### config.mk
export PLATFORM = sky130hd
export DESIGN_NAME = sorted_byte_table_top
export DESIGN_NICKNAME = d
export VERILOG_FILES = /design/src/hdl/sbt_pkg.sv /design/src/hdl/sbt_cell.sv /design/src/hdl/sorted_byte_table_top.sv
export SDC_FILE = /design/constraint.sdc
export NUM_CORES = 1
export LEC_CHECK = 0
export BUFFER_PORTS_ARGS = -buffer_cell sky130_fd_sc_hd__buf_2
export CORE_ASPECT_RATIO = 1.2
export CORE_UTILIZATION = 58
export DETAILED_ROUTE_END_ITERATION = 12
export PLACE_DENSITY = 0.75
export SYNTH_ARGS = -nofsm -noshare
export SYNTH_HDL_FRONTEND = slang
export SYNTH_SLANG_ARGS = --single-unit
### constraint.sdc
create_clock -name clk -period 4 [get_ports clk]
set_input_delay 1 -clock clk [delete_from_list [all_inputs] [get_ports clk]]
set_output_delay 1 -clock clk [all_outputs]
set_load 0.1 [all_outputs]
### src/hdl/sbt_pkg.sv
// Package for the sorted byte table: sizes, operation and status codes,
// and the command that the control logic broadcasts to the row of cells.
// No dependencies.
package sbt_pkg;

  localparam int DEPTH    = 16;
  localparam int CNT_W    = $clog2(DEPTH + 1);
  localparam int VAL_W    = 8;
  localparam int FUNC_W   = 3;
  localparam int IN_IDX_W = 4;
  localparam int STATUS_W = 2;
  localparam int POS_W    = 4;
  localparam int ECNT_W   = 5;
  localparam int CMP_W    = (CNT_W > IN_IDX_W) ? CNT_W : IN_IDX_W;
  localparam int OC_W     = (CNT_W > ECNT_W) ? CNT_W : ECNT_W;

  localparam logic [FUNC_W-1:0] OP_INSERT = 3'd0;
  localparam logic [FUNC_W-1:0] OP_DELETE = 3'd1;
  localparam logic [FUNC_W-1:0] OP_EDIT   = 3'd2;
  localparam logic [FUNC_W-1:0] OP_SEARCH = 3'd3;
  localparam logic [FUNC_W-1:0] OP_GETNTH = 3'd4;

  localparam logic [STATUS_W-1:0] ST_OK    = 2'd0;
  localparam logic [STATUS_W-1:0] ST_FULL  = 2'd1;
  localparam logic [STATUS_W-1:0] ST_RANGE = 2'd2;

  localparam logic [1:0] CELL_HOLD = 2'd0;
  localparam logic [1:0] CELL_INS  = 2'd1;
  localparam logic [1:0] CELL_DEL  = 2'd2;

  typedef struct packed {
    logic [1:0]       op;
    logic [VAL_W-1:0] key;
  } cell_cmd_t;

endpackage

### src/hdl/sbt_cell.sv
// One entry of the sorted byte table: holds a byte, compares it with the
// broadcast key and shifts toward either neighbor on insert or delete.
// Depends on sbt_pkg.
module sbt_cell (
  input  logic                         clk,
  input  sbt_pkg::cell_cmd_t           cmd,
  input  logic                         live,
  input  logic                         del_here,
  input  logic [sbt_pkg::VAL_W-1:0]    left_val,
  input  logic                         left_big,
  input  logic [sbt_pkg::VAL_W-1:0]    right_val,
  output logic [sbt_pkg::VAL_W-1:0]    val,
  output logic                         big,
  output logic                         lt,
  output logic                         eq
);
  import sbt_pkg::*;

  logic [VAL_W-1:0] val_r;
  logic [VAL_W-1:0] val_nxt;

  assign val = val_r;
  assign big = !live || (val_r > cmd.key);
  assign lt  = live && (val_r < cmd.key);
  assign eq  = live && (val_r == cmd.key);

  always_comb begin
    val_nxt = val_r;
    case (cmd.op)
      CELL_INS: begin
        if (big) begin
          val_nxt = left_big ? left_val : cmd.key;
        end
      end
      CELL_DEL: begin
        if (del_here) begin
          val_nxt = right_val;
        end
      end
      default: begin
        val_nxt = val_r;
      end
    endcase
  end

  always_ff @(posedge clk) begin
    val_r <= val_nxt;
  end

endmodule

### src/hdl/sorted_byte_table_top.sv
// Sorted byte table: keeps up to DEPTH bytes in ascending order and answers
// each transaction with one result.
// Depends on sbt_pkg and sbt_cell.
//
// The input channel (in_valid, in_ready) carries in_func, in_value and
// in_index; the result channel (out_valid, out_ready) returns out_status,
// out_value_out, out_position and out_entry_count. Entries live in a row of
// cells, one byte each, that compare against a broadcast key and shift
// toward a neighbor all together, so execution does not slow as the table fills.
// An accepted item is registered and executed in S_EXEC, and its result is
// then loaded into the result register. An edit that changes a value
// removes the old entry in S_EXEC and then inserts the new one in S_EDIT2
// before its result is loaded. The next item is accepted as soon as
// execution finishes, even while the result register still holds a result;
// execution waits while that register is full and out_ready is low. Reset
// empties the table and drops any pending result.
module sorted_byte_table_top (
  input  logic                            clk,
  input  logic                            rst_n,
  input  logic                            in_valid,
  output logic                            in_ready,
  input  logic [sbt_pkg::FUNC_W-1:0]      in_func,
  input  logic [sbt_pkg::VAL_W-1:0]       in_value,
  input  logic [sbt_pkg::IN_IDX_W-1:0]    in_index,
  output logic                            out_valid,
  input  logic                            out_ready,
  output logic [sbt_pkg::STATUS_W-1:0]    out_status,
  output logic [sbt_pkg::VAL_W-1:0]       out_value_out,
  output logic [sbt_pkg::POS_W-1:0]       out_position,
  output logic [sbt_pkg::ECNT_W-1:0]      out_entry_count
);
  import sbt_pkg::*;

  localparam logic [1:0] S_IDLE  = 2'd0;
  localparam logic [1:0] S_EXEC  = 2'd1;
  localparam logic [1:0] S_EDIT2 = 2'd2;

  logic [1:0]          state_r, state_nxt;
  logic [CNT_W-1:0]    count_r, count_nxt;
  logic [FUNC_W-1:0]   op_r;
  logic [VAL_W-1:0]    key_r;
  logic [IN_IDX_W-1:0] idx_r;

  logic                out_valid_r, out_valid_nxt;
  logic [STATUS_W-1:0] out_status_r, out_status_nxt;
  logic [VAL_W-1:0]    out_value_r, out_value_nxt;
  logic [POS_W-1:0]    out_pos_r, out_pos_nxt;
  logic [ECNT_W-1:0]   out_cnt_r, out_cnt_nxt;

  cell_cmd_t           cmd;
  logic [VAL_W-1:0]    cell_val [DEPTH];
  logic [DEPTH-1:0]    cell_big, cell_lt, cell_eq, live, del_here, sel, first;
  logic [CMP_W-1:0]    idx_ext;
  logic                idx_ok, out_free, load, found;
  logic [CMP_W-1:0]    pos_w;
  logic [VAL_W-1:0]    sel_val;
  logic [OC_W-1:0]     cnt_ext;

  assign idx_ext  = CMP_W'(idx_r);
  assign idx_ok   = idx_ext < CMP_W'(count_r);
  assign out_free = !out_valid_r || out_ready;
  assign in_ready = (state_r == S_IDLE);

  genvar g;
  generate
    for (g = 0; g < DEPTH; g++) begin : g_cell
      assign live[g]     = CNT_W'(g) < count_r;
      assign del_here[g] = idx_ext <= CMP_W'(g);
      assign sel[g]      = idx_ext == CMP_W'(g);
      if (g == 0) begin : g_first
        assign first[g] = !cell_lt[g];
      end else begin : g_rest
        assign first[g] = !cell_lt[g] && cell_lt[g-1];
      end
      sbt_cell u_cell (
        .clk       (clk),
        .cmd       (cmd),
        .live      (live[g]),
        .del_here  (del_here[g]),
        .left_val  ((g == 0) ? key_r : cell_val[(g == 0) ? 0 : g-1]),
        .left_big  ((g == 0) ? 1'b0 : cell_big[(g == 0) ? 0 : g-1]),
        .right_val (cell_val[(g == DEPTH-1) ? g : g+1]),
        .val       (cell_val[g]),
        .big       (cell_big[g]),
        .lt        (cell_lt[g]),
        .eq        (cell_eq[g])
      );
    end
  endgenerate

  always_comb begin
    pos_w   = '0;
    sel_val = '0;
    for (int i = 0; i < DEPTH; i++) begin
      if (first[i]) begin
        pos_w = pos_w | CMP_W'(i);
      end
      if (sel[i]) begin
        sel_val = sel_val | cell_val[i];
      end
    end
  end

  assign found = |(first & cell_eq);

  always_comb begin
    state_nxt      = state_r;
    count_nxt      = count_r;
    cmd.op         = CELL_HOLD;
    cmd.key        = key_r;
    load           = 1'b0;
    out_status_nxt = ST_OK;
    out_value_nxt  = '0;
    out_pos_nxt    = '0;
    case (state_r)
      S_IDLE: begin
        if (in_valid) begin
          state_nxt = S_EXEC;
        end
      end
      S_EXEC: begin
        if (out_free) begin
          state_nxt = S_IDLE;
          load      = 1'b1;
          case (op_r)
            OP_INSERT: begin
              if (count_r == CNT_W'(DEPTH)) begin
                out_status_nxt = ST_FULL;
              end else begin
                cmd.op    = CELL_INS;
                count_nxt = count_r + 1'b1;
              end
            end
            OP_DELETE: begin
              if (!idx_ok) begin
                out_status_nxt = ST_RANGE;
              end else begin
                cmd.op    = CELL_DEL;
                count_nxt = count_r - 1'b1;
              end
            end
            OP_EDIT: begin
              if (!idx_ok) begin
                out_status_nxt = ST_RANGE;
              end else if (sel_val != key_r) begin
                cmd.op    = CELL_DEL;
                count_nxt = count_r - 1'b1;
                load      = 1'b0;
                state_nxt = S_EDIT2;
              end
            end
            OP_SEARCH: begin
              if (found) begin
                out_pos_nxt = pos_w[POS_W-1:0];
              end else begin
                out_status_nxt = ST_RANGE;
              end
            end
            OP_GETNTH: begin
              if (idx_ok) begin
                out_value_nxt = sel_val;
              end else begin
                out_status_nxt = ST_RANGE;
              end
            end
            default: begin
              out_status_nxt = ST_OK;
            end
          endcase
        end
      end
      S_EDIT2: begin
        if (out_free) begin
          cmd.op    = CELL_INS;
          count_nxt = count_r + 1'b1;
          load      = 1'b1;
          state_nxt = S_IDLE;
        end
      end
      default: begin
        state_nxt = S_IDLE;
      end
    endcase
  end

  assign cnt_ext       = OC_W'(count_nxt);
  assign out_cnt_nxt   = cnt_ext[ECNT_W-1:0];
  assign out_valid_nxt = load ? 1'b1 : (out_ready ? 1'b0 : out_valid_r);

  always_ff @(posedge clk) begin
    if (!rst_n) begin
      state_r     <= S_IDLE;
      count_r     <= '0;
      out_valid_r <= 1'b0;
    end else begin
      state_r     <= state_nxt;
      count_r     <= count_nxt;
      out_valid_r <= out_valid_nxt;
    end
  end

  always_ff @(posedge clk) begin
    if (in_valid && in_ready) begin
      op_r  <= in_func;
      key_r <= in_value;
      idx_r <= in_index;
    end
    if (load) begin
      out_status_r <= out_status_nxt;
      out_value_r  <= out_value_nxt;
      out_pos_r    <= out_pos_nxt;
      out_cnt_r    <= out_cnt_nxt;
    end
  end

  assign out_valid       = out_valid_r;
  assign out_status      = out_status_r;
  assign out_value_out   = out_value_r;
  assign out_position    = out_pos_r;
  assign out_entry_count = out_cnt_r;

`ifndef SYNTHESIS
  a_count_bound: assert property (@(posedge clk) disable iff (!rst_n)
    count_r <= CNT_W'(DEPTH))
    else $error("Entry count exceeds the table depth.");

  a_full_means_full: assert property (@(posedge clk) disable iff (!rst_n)
    (out_valid_r && out_status_r == ST_FULL) |-> count_r == CNT_W'(DEPTH))
    else $error("Full status reported while the table has room.");

  a_count_matches: assert property (@(posedge clk) disable iff (!rst_n)
    out_valid_r |-> out_cnt_r == ECNT_W'(count_r))
    else $error("Reported entry count differs from the table contents.");

  a_edit_no_result: assert property (@(posedge clk) disable iff (!rst_n)
    (state_r == S_EDIT2) |-> !out_valid_r)
    else $error("Result pending during the insert half of an edit.");

  a_accept_exec: assert property (@(posedge clk) disable iff (!rst_n)
    (in_valid && in_ready) |=> state_r == S_EXEC)
    else $error("Accepted transaction did not enter execution.");
`endif

endmodule
==> impl_metrics.csv, run 1 <==
group,metric,value,unit
flow_run,drv_cap,0,
setup_path,reg2reg_to,"g_cell[9].u_cell.val[1]",
run_status,violations,"setup timing",
sta,maxSlewHeadroom,25.8,%
min_path,hp-start,"state_r[0]",
power,swShare,29.6,%
sta,slew_violations,0,
setup_path,arrival,4.21,ns
synthesis,synth_ff_type,"edfxtp_1",
drt,first_pass_iters,7,
synthesis,ys_seq_area_share,36.8,%
finish,finalInstanceArea,15700,sq um
synthesis,ys_ff_latch,170,
placement,postPlaceCellArea,14900,sq um
clock_tree,cts.sinks,170,
sta,worst_slack,-0.0404,ns
power,ir_drop,0.303,mV
sta,finClkSkew,0.0133,ns
sta,setup_viol,25,
synthesis,synthDistinctLibCells,77,
setup_path,cp_max_fo,27,
synthesis,async_reset_ff_share,0,%
drt,vias_per_cell,6.90,
sta,hold_violations,0,
global_route,antenna_found_initial,0,
finish,final_core_util,67.7,%
setup_path,regToRegSetupSlack,-0.04,ns
synthesis,syn_avg_cell_area,9.61,sq um
power,power.net_switching,1380,uW
clock_tree,insertion_delay,0.46,ns
die,pin_count,40,
drt,wl_per_cell,27.5,um
clock_tree,clkTransAtPathRegs,0.08,ns
setup_path,criticalPathCategory,"flop to flop",
global_route,grt_pass1_vias,12200,
setup_path,crit_slowest_cell,"or4b_4",
placement,io_buffers,39,
clock_tree,cts_tree,"yes",
setup_path,cpPeakStageDelay,0.52,ns
clock_tree,clk_root_buffer_cell,"clkbuf_16",
min_path,min_to,"state_r[0]",
sta,min_period,4.04,ns
setup_path,reg2reg_from,"idx_r[3]",
power,p_int,3280,uW
placement,place_congestion,1.07,
synthesis,ys_top_cells_by_count,"169 x nand2_1, 162 x edfxtp_1, 154 x o21ai_0",
global_route,grt_pass1_wl,75100,um
setup_path,cp.required,4.17,ns
sta,tightest_slew,1.11,ns
synthesis,synth_area,13600,sq um
die,die_h,170,um
synthesis,synth.most_common_cell,"nand2_1",
synthesis,synth_area_leader_cell,"edfxtp_1",
finish,layout.nets,1677,
global_route,grt.overflow.total,0,
setup_path,end_kind,"flop",
synthesis,synth_top_area_share,35.7,%
finish,drive_above_1_share,17.7,%
placement,dp.final_hpwl,37700,um
drt,vias,12700,
min_path,holdPathStages,2,
die,die_area,24100,sq um
drt,antenna_left,0,
global_route,grt_usage,42.9,%
sta,rsz0062_at_grt,"yes",
setup_path,cp_cell_sequence,"buf_12 -> mux2_1 -> a32oi_1 -> or4b_4 -> nor3_2 -> o211ai_2 -> o41ai_4 -> o21ai_2 -> nand4_1 -> inv_1 -> ha_4 -> and2_2 -> o21a_1 -> a211oi_4 -> buf_4",
clock_tree,clk_path_buf_depth,2,
power,clockPowerShare,39.0,%
clock_tree,holdBufCountCts,0,
synthesis,synth_edf_count,162,
power,seq_power_share,42.9,%
setup_path,crit_path_start_kind,"flop",
sta,post-route-period-util,101,%
die,start_util,59.0,%
run_status,status,"finished, violations left",
setup_path,reg2regPathDepth,15,
clock_tree,cts_inserted_buffers,17,
drt,drt_iter0_drc,1565,
synthesis,synthTopCellsByArea,"edfxtp_1 36%, ha_1 13%, mux2i_1 8.5%",
power,p_leak,0.00609,uW
sta,timing.fmax,247,MHz
min_path,hp-class,"flop to flop",
finish,area_growth,14.9,%
finish,n_antenna_cell,0,
synthesis,synth_nets,1578,
synthesis,yosys_warnings,0,
power,cellPowerDensity,297,nW/um^2
synthesis,synthCells,1419,
die,rows,61,
power,comb_power_share,18.1,%
die,die_w,142,um
drt,wirelength,50700,um
global_route,grt_max_degree,126,
drt,drcViolationCount,0,
sta,tns,-0.480,ns
finish,fill_cells,1858,
die,coreArea,23100,sq um
clock_tree,h-tree-depth,4,
[worst max path at each step]
stage	from	to	slack (ns)	cells past startpoint
2_1_floorplan	idx_r[3]	g_cell[2].u_cell.val[0]	-0.16	12
3_3_place_gp	idx_r[1]	g_cell[9].u_cell.val[1]	0.04	16
3_5_place_dp	idx_r[1]	g_cell[6].u_cell.val[2]	-0.03	15
4_1_cts	idx_r[3]	g_cell[10].u_cell.val[5]	0.007	15
5_1_grt	idx_r[0]	g_cell[9].u_cell.val[3]	-0.06	17
6_report	idx_r[3]	g_cell[9].u_cell.val[1]	-0.04	15
[worst max-delay path, delay by kind of cell, from the launching register on]
kind                     cells  cell delay (ns)
adder cells (fa/ha/maj)      1             0.17
multiplexers                 1             0.33
AO/OA/AOI/OAI                6             1.20
flip-flops                   1             0.43
buffers and inverters        3             0.48
AND/OR/NAND/NOR              4             1.10
[flip-flops by register name, indices dropped and copies added, names as in the netlist]
name / count
out_value_out: 8
out_position: 4
key_r: 8
g_cell.u_cell.val: 128
out_status: 2
state_r: 2
out_valid: 1
count_r: 5
idx_r: 4
out_entry_count: 5
op_r: 3
[kinds of logic after synthesis]
family | after synthesis | share of synthesized area [%]
compound gates | 419 | 20.3
xor+xnor | 5 | 0.321
fa+ha+maj | 140 | 12.8
buf+inv | 144 | 4.39
flops | 170 | 36.8
mux | 133 | 10.4
simple gates | 408 | 14.9
[what timing repair did]
action                                  4_1_cts  5_1_grt
pin swaps                                     0        5
setup buffers                                 1        4
endpoints found under the setup margin       52      172
gates resized for setup                       1       19
[stage by stage]
step | setup WS [ns] | instances | hold WS (ns) | power, uW
6_report | -0.0404 | 1846 | 0.546 | 4660
5_1_grt | -0.0580 | 1846 | 0.584 | 4760
4_1_cts | 0.00739 | 1842 | 0.545 | 4620
3_5_place_dp | -0.0334 | 1809 | 0.528 | 2830
3_3_place_gp | 0.0440 | 1809 | 0.505 | 2820
2_1_floorplan | -0.163 | 1419 | 0.482 | 2560
[layout by cell type (no fill, tap or decap), types with 5 or more instances in the layout]
master     count
a221oi_2       8
dfxtp_1        8
a21oi_1       69
nand4_1       37
or2_2          9
and2_1         5
xnor2_1        5
nand3b_1      22
nand3_1       14
or3_1          8
nand2b_1      11
nor2_1        53
nor2b_1       27
o21ai_1        5
a31oi_1        5
o21bai_1       5
nand2_1      169
mux4_2         6
a211o_1        7
o22ai_1        5
ha_1         139
mux2_2        10
a41oi_1        5
o21ai_0      150
buf_2         39
o211ai_1      12
buf_12         6
edfxtp_1     162
clkbuf_16     17
o21a_1        29
mux2i_1      116
nor3_1        21
a221oi_1      12
a211oi_1      18
buf_4        119
inv_1         56
or3b_2         5
a21o_1        26
inv_6          5
[final cells by class]
type,instances,area [sq um],area share (%)
repair buffers,168,1250,8.00
clock buffers,17,425,2.72
well taps,315,394,2.52
inverters,56,210,1.34
multi-input cells,1105,8170,52.2
flip-flops and latches,170,5020,32.1
clock inverters,15,188,1.20
[power by group through the flow]
stage / logic [uW] / registers [uW] / clock network, uW
2_1_floorplan: 512 / 2050 / 0
3_3_place_gp: 781 / 2040 / 0
3_5_place_dp: 797 / 2040 / 0
4_1_cts: 806 / 2000 / 1810
5_1_grt: 893 / 2000 / 1870
6_report: 842 / 2000 / 1820
[metal layers]
layer / up-vias / routed length, um / GRT usage, %
li1: 5601 / - / -
met1: 6068 / 19000 / 54.1
met2: 861 / 22700 / 66.4
met3: 207 / 5510 / 9.06
met4: 0 / 3530 / 28.4
met5: - / 0 / 0
No activity file was read; power rests on OpenSTA's default activity.
==> run 2, diff against run 1 <==
--- a/config.mk
+++ b/config.mk
@@ -10,6 +10,8 @@
 export CORE_UTILIZATION = 58
 export DETAILED_ROUTE_END_ITERATION = 12
 export PLACE_DENSITY = 0.75
+export REMOVE_ABC_BUFFERS = 1
+export SETUP_SLACK_MARGIN = 0.02
 export SYNTH_ARGS = -nofsm -noshare
 export SYNTH_HDL_FRONTEND = slang
 export SYNTH_SLANG_ARGS = --single-unit
==> run 2 against run 1 <==
Critical path depth increased by 2. Register-to-register slack gained 0.11 ns. Clock-buffer cell count up 2. The flow now finishes without violations. Via count increased by 4.8%. Worst setup slack better by 0.11 ns.
==> impl_metrics.csv, run 2 (same netlist as run 1, synthesis figures left out) <==
group,metric,value,unit
setup_path,cp.required,4.20,ns
setup_path,cp_cell_sequence,"buf_6 -> buf_6 -> nor4_4 -> buf_4 -> a32oi_1 -> or4b_4 -> o21a_1 -> o211ai_2 -> o41ai_4 -> buf_4 -> o21ai_2 -> nand4_1 -> inv_2 -> ha_4 -> buf_8 -> buf_8 -> mux2_2",
finish,area_growth,20.3,%
sta,setup_viol,0,
sta,maxSlewHeadroom,20.9,%
setup_path,end_kind,"flop",
clock_tree,cts.sinks,170,
drt,drt_iter0_drc,1691,
sta,min_period,3.93,ns
drt,antenna_left,0,
die,rows,61,
global_route,antenna_found_initial,0,
global_route,grt_usage,48.3,%
sta,post-route-period-util,98.2,%
finish,n_antenna_cell,0,
drt,wl_per_cell,29.8,um
sta,worst_slack,0.0722,ns
power,power.total,4520,uW
die,start_util,59.0,%
die,die_w,142,um
finish,mostFrequentLayoutCells,"178 x buf_4, 168 x nand2_1, 162 x edfxtp_1, 151 x o21ai_0, 138 x ha_1",
placement,dp_slack,-0.284,ns
die,coreArea,23100,sq um
setup_path,arrival,4.13,ns
drt,drcViolationCount,0,
setup_path,crit_slowest_cell,"or4b_4",
setup_path,cp_max_fo,19,
finish,largest_reg_flops,128,
clock_tree,h-tree-depth,4,
drt,vias_per_cell,6.94,
global_route,grt_max_degree,88,
min_path,hp-class,"flop to flop",
finish,layout.nets,1754,
power,p_leak,0.00647,uW
global_route,grt.overflow.total,0,
finish,final_common_cell,"buf_4",
finish,fill_cells,1808,
flow_run,drv_cap,0,
power,cellPowerDensity,276,nW/um^2
setup_path,crit_path_start_kind,"flop",
placement,io_buffers,39,
sta,finClkSkew,0.0158,ns
clock_tree,insertion_delay,0.46,ns
sta,timing.fmax,255,MHz
clock_tree,clk_path_buf_depth,2,
setup_path,cpPeakStageDelay,0.52,ns
clock_tree,clkTransAtPathRegs,0.08,ns
clock_tree,cts_inserted_buffers,17,
die,die_h,170,um
sta,hold_violations,0,
sta,slew_violations,0,
finish,drive_above_1_share,22.2,%
drt,first_pass_iters,6,
die,die_area,24100,sq um
finish,final_core_util,71.0,%
die,pin_count,40,
sta,rsz0062_at_grt,"yes",
clock_tree,clk_root_buffer_cell,"clkbuf_16",
run_status,status,"finished clean",
clock_tree,cts_tree,"yes",
drt,wirelength,57300,um
global_route,grt_pass1_vias,12700,
sta,tightest_slew,1.18,ns
power,ir_drop,0.277,mV
sta,tns,0,ns
placement,dp.final_hpwl,43100,um
setup_path,criticalPathCategory,"flop to flop",
placement,place_congestion,1.09,
drt,vias,13400,
placement,place_inst,1875,
global_route,grt_pass1_wl,82200,um
finish,final_cells,1923,
==> run 2: changes by cell type in the layout (fill, tap and decap cells not counted), moves of 3 or more <==
cell / delta
bufinv_16: -3
a221oi_2: -4
buf_6: +10
a221oi_1: +3
buf_12: +4
buf_4: +59
==> run 2: final timing paths <==
path                            startpoint                      end  cells past startpoint  slack [ns]
worst max-delay path              idx_r[1]  g_cell[0].u_cell.val[0]                     17        0.07
worst min-delay path            state_r[1]               state_r[1]                      2        0.55
worst max register to register    idx_r[1]  g_cell[0].u_cell.val[0]                     17        0.07
worst min register to register  state_r[1]               state_r[1]                      2        0.55
==> run 2: worst max-delay path: cells and delay by family (launching register included) <==
family / cells / cell delay (ns)
flip-flops: 1 / 0.46
AND/OR/NAND/NOR: 3 / 0.74
buffers and inverters: 7 / 1.06
adder cells (fa/ha/maj): 1 / 0.17
AO/OA/AOI/OAI: 5 / 0.83
multiplexers: 1 / 0.36
==> run 2: final cells by class <==
cell class                      count  area (sq um)  area share, %
Inverter                           56           214           1.30
Clock inverter                     13          93.8          0.572
Timing Repair Buffer              245          1950           11.9
Tap cell                          315           394           2.40
Multi-Input combinational cell   1105          8300           50.6
Sequential cell                   170          5020           30.6
Clock buffer                       19           433           2.64
==> run 2: what timing repair did <==
| action | in CTS | in global routing |
|---|---|---|
| pin swaps | 3 | 23 |
| gates resized for setup | 15 | 63 |
| cloned | 0 | 1 |
| setup buffers | 1 | 14 |
| hold buffers | 0 | 0 |
| endpoints found under the setup margin | 126 | 173 |
==> run 2: routing by layer <==
metal	routed length [um]	part of all wire (%)	vias up	GRT usage [%]
li1	-	-	5752	-
met1	20100	35	6282	56.4
met2	24900	43	998	74.3
met5	0	0	-	0
met3	6450	11	321	11.7
met4	5860	10	0	42.2
==> run 2: stage by stage <==
step | area, sq um | hold slack [ns]
finish | 16400 | 0.548
global route | 16400 | 0.592
CTS | 16000 | 0.552
detailed placement | 15400 | 0.535
global placement | 15400 | 0.511
floorplan | 13300 | 0.482
==> run 2: where the power goes <==
part | leakage [uW] | switching, uW | total, uW | internal [uW]
sequential | 0.00155 | 29.3 | 2000 | 1970
clock | 0.000254 | 772 | 1570 | 797
combinational | 0.00467 | 581 | 954 | 373
